### src/hdl/imh_pkg.sv
`timescale 1ns / 1ps
// Package for the indexed min-heap: request/status codes, payload structs, FSM state codes,
// default sizes. No dependencies.
package imh_pkg;

  localparam int unsigned MaxItemsDef = 256;
  localparam int unsigned KeyBitsDef  = 32;
  localparam int unsigned IdBits      = 8;
  localparam int unsigned IdSpace     = 1 << IdBits;
  localparam int unsigned PosBits     = 9;
  localparam int unsigned OutKeyBits  = 32;

  typedef enum logic [1:0] {
    REQ_INSERT  = 2'd0,
    REQ_EXTRACT = 2'd1,
    REQ_REMOVE  = 2'd2,
    REQ_QUERY   = 2'd3
  } req_e;

  typedef enum logic [2:0] {
    ST_OK      = 3'd0,
    ST_EMPTY   = 3'd1,
    ST_FULL    = 3'd2,
    ST_PRESENT = 3'd3,
    ST_ABSENT  = 3'd4
  } status_e;

  typedef struct packed {
    logic [1:0]            req_type;
    logic [IdBits-1:0]     item_id;
    logic [OutKeyBits-1:0] item_key;
  } req_t;

  typedef struct packed {
    logic [IdBits-1:0]     out_id;
    logic [OutKeyBits-1:0] out_key;
    logic [PosBits-1:0]    out_position;
    logic [PosBits-1:0]    entry_count;
    logic [2:0]            status;
  } rsp_t;

  typedef enum logic [3:0] {
    S_IDLE,
    S_LOOK,
    S_UP_RD,
    S_UP_CMP,
    S_UP_WR,
    S_TOP_RD,
    S_TOP_SWAP,
    S_TOP_CLR,
    S_DN_RD,
    S_DN_CMP,
    S_DN_RD2,
    S_DN_SWAP,
    S_DN_WR,
    S_DONE
  } state_e;

endpackage

### src/hdl/imh_pos_map.sv
`timescale 1ns / 1ps
// Id-to-slot map: one synchronous memory with a valid bit per id.
// Depends on imh_pkg.
module imh_pos_map import imh_pkg::*; #(
  parameter int unsigned PosW = PosBits
) (
  input  logic              clk_i,
  input  logic              rst_ni,
  input  logic [IdBits-1:0] rd_id_i,
  output logic [PosW-1:0]   rd_pos_o,
  input  logic              wr_en_i,
  input  logic [IdBits-1:0] wr_id_i,
  input  logic [PosW-1:0]   wr_pos_i
);

  logic [PosW-1:0]    mem [IdSpace];
  logic [IdSpace-1:0] vld_q;
  logic [PosW-1:0]    rdat_q;
  logic               rvld_q;

  always_ff @(posedge clk_i) begin
    if (wr_en_i) begin
      mem[wr_id_i] <= wr_pos_i;
    end
    rdat_q <= mem[rd_id_i];
  end

  always_ff @(posedge clk_i or negedge rst_ni) begin
    if (!rst_ni) begin
      vld_q  <= '0;
      rvld_q <= 1'b0;
    end else begin
      if (wr_en_i) begin
        vld_q[wr_id_i] <= 1'b1;
      end
      rvld_q <= vld_q[rd_id_i];
    end
  end

  assign rd_pos_o = rvld_q ? rdat_q : '0;

endmodule

### config.mk
export PLATFORM = sky130hd
export DESIGN_NAME = imh_pos_map
export DESIGN_NICKNAME = d
export VERILOG_FILES = /design/src/hdl/imh_pkg.sv /design/src/hdl/imh_pos_map.sv
export SDC_FILE = /design/constraint.sdc
export NUM_CORES = 2
export LEC_CHECK = 0
export BUFFER_PORTS_ARGS = -buffer_cell sky130_fd_sc_hd__buf_2
export CAP_MARGIN = 10
export CORE_AREA = 2 2 478 480
export CTS_CLUSTER_DIAMETER = 60
export CTS_CLUSTER_SIZE = 16
export DETAILED_ROUTE_END_ITERATION = 8
export DIE_AREA = 0 0 480 482
export SLEW_MARGIN = 0
export SYNTH_ARGS = -nofsm -noshare
export SYNTH_HDL_FRONTEND = slang
export SYNTH_SLANG_ARGS = --single-unit
### constraint.sdc
create_clock -name clk_i -period 2.1 [get_ports clk_i]
set_input_delay 0.63 -clock clk_i [delete_from_list [all_inputs] [get_ports clk_i]]
set_output_delay 0.63 -clock clk_i [all_outputs]
set_load 0.005 [all_outputs]
# After elaboration in Yosys (flattened, before gate mapping)
# Memory sizes are Yosys's and may differ from the RTL's. A register that Yosys moved wholly into a read port is not among the register bits.
# Index checks and enable logic that the tools add are counted.
# classes
order_cmp,3
bitwise_logic,1
n_mux,7
n_reduce_logical,1
# ops
cell,n
bitwise OR 256 bit,1
< comparator 8 x 9 -> 1 bit (second input constant),2
two-way mux 9 bit,1
binary-select mux 1 bit (select 8 bit),1
demux 1 bit (select 8 bit),1
>= comparator 8 x 1 -> 1 bit (second input constant),1
two-way mux 1 bit,4
logical AND 1 bit,1
# totals
memories,1
elab_cells,15
register_bits,257
ramBits,2304
in_bits,28
output_inout_bits,9
# memory_table
name,words,width,read_ports,rd_clocked_by_memory_dff,wr,line_no,text
mem,256,9,1,1,1,imh_pos_map.sv:16,logic [PosW-1:0] mem [IdSpace];

# Logic depth before layout (Yosys ltp)
# logic_depth
depth_word,5
ltp_mapped,11
mapped_depth_nobuf,6

# Worst setup path after synthesis
# No wires, ideal clock.
# synth_timing
path_type,input-to-reg
startpoint,input wr_id_i[1]
endpoint,memory mem[238][0] (netlist bit) (enable)
arrival_time_ns,2.136
setup_time_ns,0.375
path_buffers,3
slack_ns,-0.411
required_time_ns,1.725
path_stages,6
path_cell_list,clkbuf_1 > nor2b_1 > clkbuf_1 > nand4_1 > clkbuf_1 > nor2_1
# synth_lines
element,line_no,text
from (decl),imh_pos_map.sv:12,"input logic [IdBits-1:0] wr_id_i,"
to (decl),imh_pos_map.sv:16,
# Straight into the memory's write port.

# Worst setup path after layout
# layout_timing
startpoint,register rvld_q
endpoint,output rd_pos_o[7]
# layout_between
elab_chain_cells,1
# layout_lines
element,line_no,text
from (decl),imh_pos_map.sv:19,logic rvld_q;
from (signal assigned),imh_pos_map.sv:36,rvld_q <= vld_q[rd_id_i];
two-way mux 9 bit,imh_pos_map.sv:40,assign rd_pos_o = rvld_q ? rdat_q : '0;
to (decl),imh_pos_map.sv:10,"output logic [PosW-1:0] rd_pos_o,"
# No other way between the ends.

==> flow_summary.toml <==
[run_status]
status = "finished with violations"
failed_checks = "negative setup slack"

[drt]
dr.pass1.iters = 5
wl_per_cell_microns = 29.55
drc = 0
routed_wl_microns = 268700
routed-via-count = 52430
ant_nets = 0
drt_iter0_markers = 5703
vias_per_cell = 5.766

[worst_setup_path]
cp-end-kind = "output port"
r2r-end = "rdat_q[3]"
cp-start-kind = "flip-flop"
path_max_fanout = 5
cp_data_required_time_ns = 1.47
reg2reg_setup_slack_ns = -0.13
r2r-start = "mem[189][3]"
crit_start = "rvld_q"
endpoint = "rd_pos_o[7]"
cp.arrival_ns = 1.75
rr_worst_depth = 8
critPathKind = "reg2out"

[synthesis]
synth_fa_ha_area_frac = 0
synth_enable_flop_cells = 2304
synth_simple_gate_area_frac = 0.03889
yosysWarnings = 0
synth_mux_area_frac = 0.1429
synth.top_cell.area_share = 0.6981
ys_seq_elements = 2570
synth_top_family_by_area = "multiplexers"
synth-compound-area-share = 0.03732
netlist_top_cells_area = "edfxtp_1, mux4_2, dfrtp_1, mux2i_1, or2_2"
avgSynthCellArea_sq_um = 20.17
syn-num-nets = 4941
synth_largest_area_cell = "edfxtp_1"
synthArstFlopShare = 0.1000
syn_area_sq_um = 99100
ys_seq_area_frac = 0.7648
synth_common_cells = "edfxtp_1, mux4_2, nor2_1"
yosysUniqueCellTypes = 43
synth_flop_cell = "edfxtp_1"
synth_xor_area_frac = 0
synthCells = 4913
yosysMostFrequentCell = "edfxtp_1"

[floorplanning]
fp.dieH_microns = 482
fp.coreArea_sq_um = 226400
initial_core_util = 0.4377
pin_count = 37
fp.dieW_microns = 480
rows = 175
die_area_sq_um = 231400

[timing]
period_share = 1.135
fin_hold_ws_ns = 0.1018
hold_viol = 0
fin_worst_skew_ns = 0.04101
rsz0062_at_grt = "yes"
period_minus_slack_ns = 2.383
worst_slack_ns = -0.2835
tns_ns = -3.824
setup_violations = 19
worst_pin_slew_ns = 0.6930
max_freq_mhz = 419.6
slew_headroom = 0.5345
slew_violations = 0

[clock_network]
clk_latency_ns = 0.88
clock_path_buffers = 3
htreeDepth = 4
clkSinkCount = 2570
cts_tree = "done"
clockRootBuffer = "clkbuf_16"
cts_buffers = 190
clkTransAtPathRegs_ns = 0.07

[placement]
finalWeightedCongestion = 0.8813
place_ws_ns = -1.931
numPortBuffers = 36
dp.cells = 8612
placedInstanceArea_sq_um = 113700
dp_hpwl_microns = 177300

[run]
maxCapViolCount = 0

[power]
totalPowerFinal_mw = 99.90
p_leak_nw = 41.94
powerDensity_nw_per_um2 = 812.8
vdd_ir_drop_max_mv = 0.8167

[grt]
grt_pass1_vias = 53130
grt_max_degree = 101
grt-ovfl-total = 0
grt_pass1_wl_microns = 385900
grt_usage = 0.2319
antenna_found_initial = 16

[final_layout]
drive_gt1_frac = 0.4185
fill_cells = 17400
area_growth_syn_to_layout_pct = 24.02
finalNonFillerCells = 9092
post-route-util = 0.5429
design_area_sq_um = 122900
nets = 5932

[worst_hold_path]
hp-class = "in2reg"
## kinds of logic after synthesis
family,Yosys count
AOI/OAI and AO/OA,529
buffers and inverters,290
DFF,2570
muxes,765
and+or+nand+nor,759
## power by group
part | switching, mW | leakage, nW | internal (mW)
clock network | 18.0 | 2.81 | 17.8
registers | 0.239 | 24.3 | 56.2
logic | 4.28 | 14.9 | 3.44
total | 22.5 | 41.9 | 77.4
## state kept, by name, summed over array words and instances (netlist names)
| register | cells |
|---|---|
| mem | 2304 |
| rdat_q | 9 |
| rvld_q | 1 |
| vld_q | 256 |
## timing repair
item	4_1_cts	5_1_grt
endpoints found under the setup margin	19	19
pin swaps	55	55
cloned	13	3
gates resized for setup	273	119
endpoints found under the hold margin	31	0
hold buffers	1	0
setup buffers	59	42
## critical path: stages (launching register included)
cell,delay [ns]
dfrtp_2,0.44
buf_12,0.15
and2_4,0.18
buf_6,0.13
## worst min path at each step
stage,start,to,depth (start not counted)
after floorplan,rst_ni,rvld_q,0
after global placement,vld_q[175],vld_q[175],1
after detailed placement,vld_q[162],vld_q[162],1
after CTS,wr_pos_i[8],mem[131][8],1
after global routing,wr_pos_i[8],mem[131][8],1
final,wr_pos_i[8],mem[131][8],1
## layout make-up
cell class	count	area, sq um	area share
Antenna cell	13	32.53	0.0002647
Multi-Input combinational cell	2053	24420	0.1986
Sequential cell	2570	75800	0.6167
Inverter	4	15.01	0.0001222
Clock buffer	316	5319	0.04327
Clock inverter	42	608.1	0.004947
Tap cell	3009	3765	0.03063
Timing Repair Buffer	1085	12960	0.1054
## per-layer routing
| metal | GRT usage | part of all wire |
|---|---|---|
| met5 | 0 | 0.000026 |
| met1 | 0.3266 | 0.41 |
| met4 | 0.08264 | 0.036 |
| met2 | 0.3701 | 0.48 |
| met3 | 0.03558 | 0.066 |
## cells in the final DEF (no fill, tap or decap), types with 17 or more instances in the layout
| cell type | synthesis | layout |
|---|---|---|
| a21oi_1 | 107 | 61 |
| a21oi_2 | 1 | 38 |
| a221oi_1 | 43 | 28 |
| a22o_1 | 20 | 18 |
| a22oi_1 | 172 | 127 |
| a22oi_2 | 0 | 45 |
| buf_12 | 1 | 312 |
| buf_16 | 0 | 24 |
| buf_4 | 33 | 670 |
| buf_6 | 36 | 36 |
| buf_8 | 4 | 17 |
| clkbuf_1 | 151 | 118 |
| clkbuf_16 | 0 | 194 |
| dfrtp_1 | 257 | 256 |
| edfxtp_1 | 2304 | 2304 |
| mux2i_1 | 240 | 236 |
| mux4_2 | 519 | 519 |
| nand2_1 | 35 | 29 |
| nand3_2 | 0 | 19 |
| nor2_1 | 292 | 119 |
| nor2_2 | 0 | 46 |
| nor2_4 | 0 | 127 |
| nor3_2 | 0 | 22 |
| o211ai_1 | 18 | 18 |
| o21ai_0 | 30 | 22 |
| o221ai_1 | 47 | 31 |
| o22ai_1 | 66 | 46 |
| or2_2 | 261 | 261 |
(Power assumes the default switching activity.)
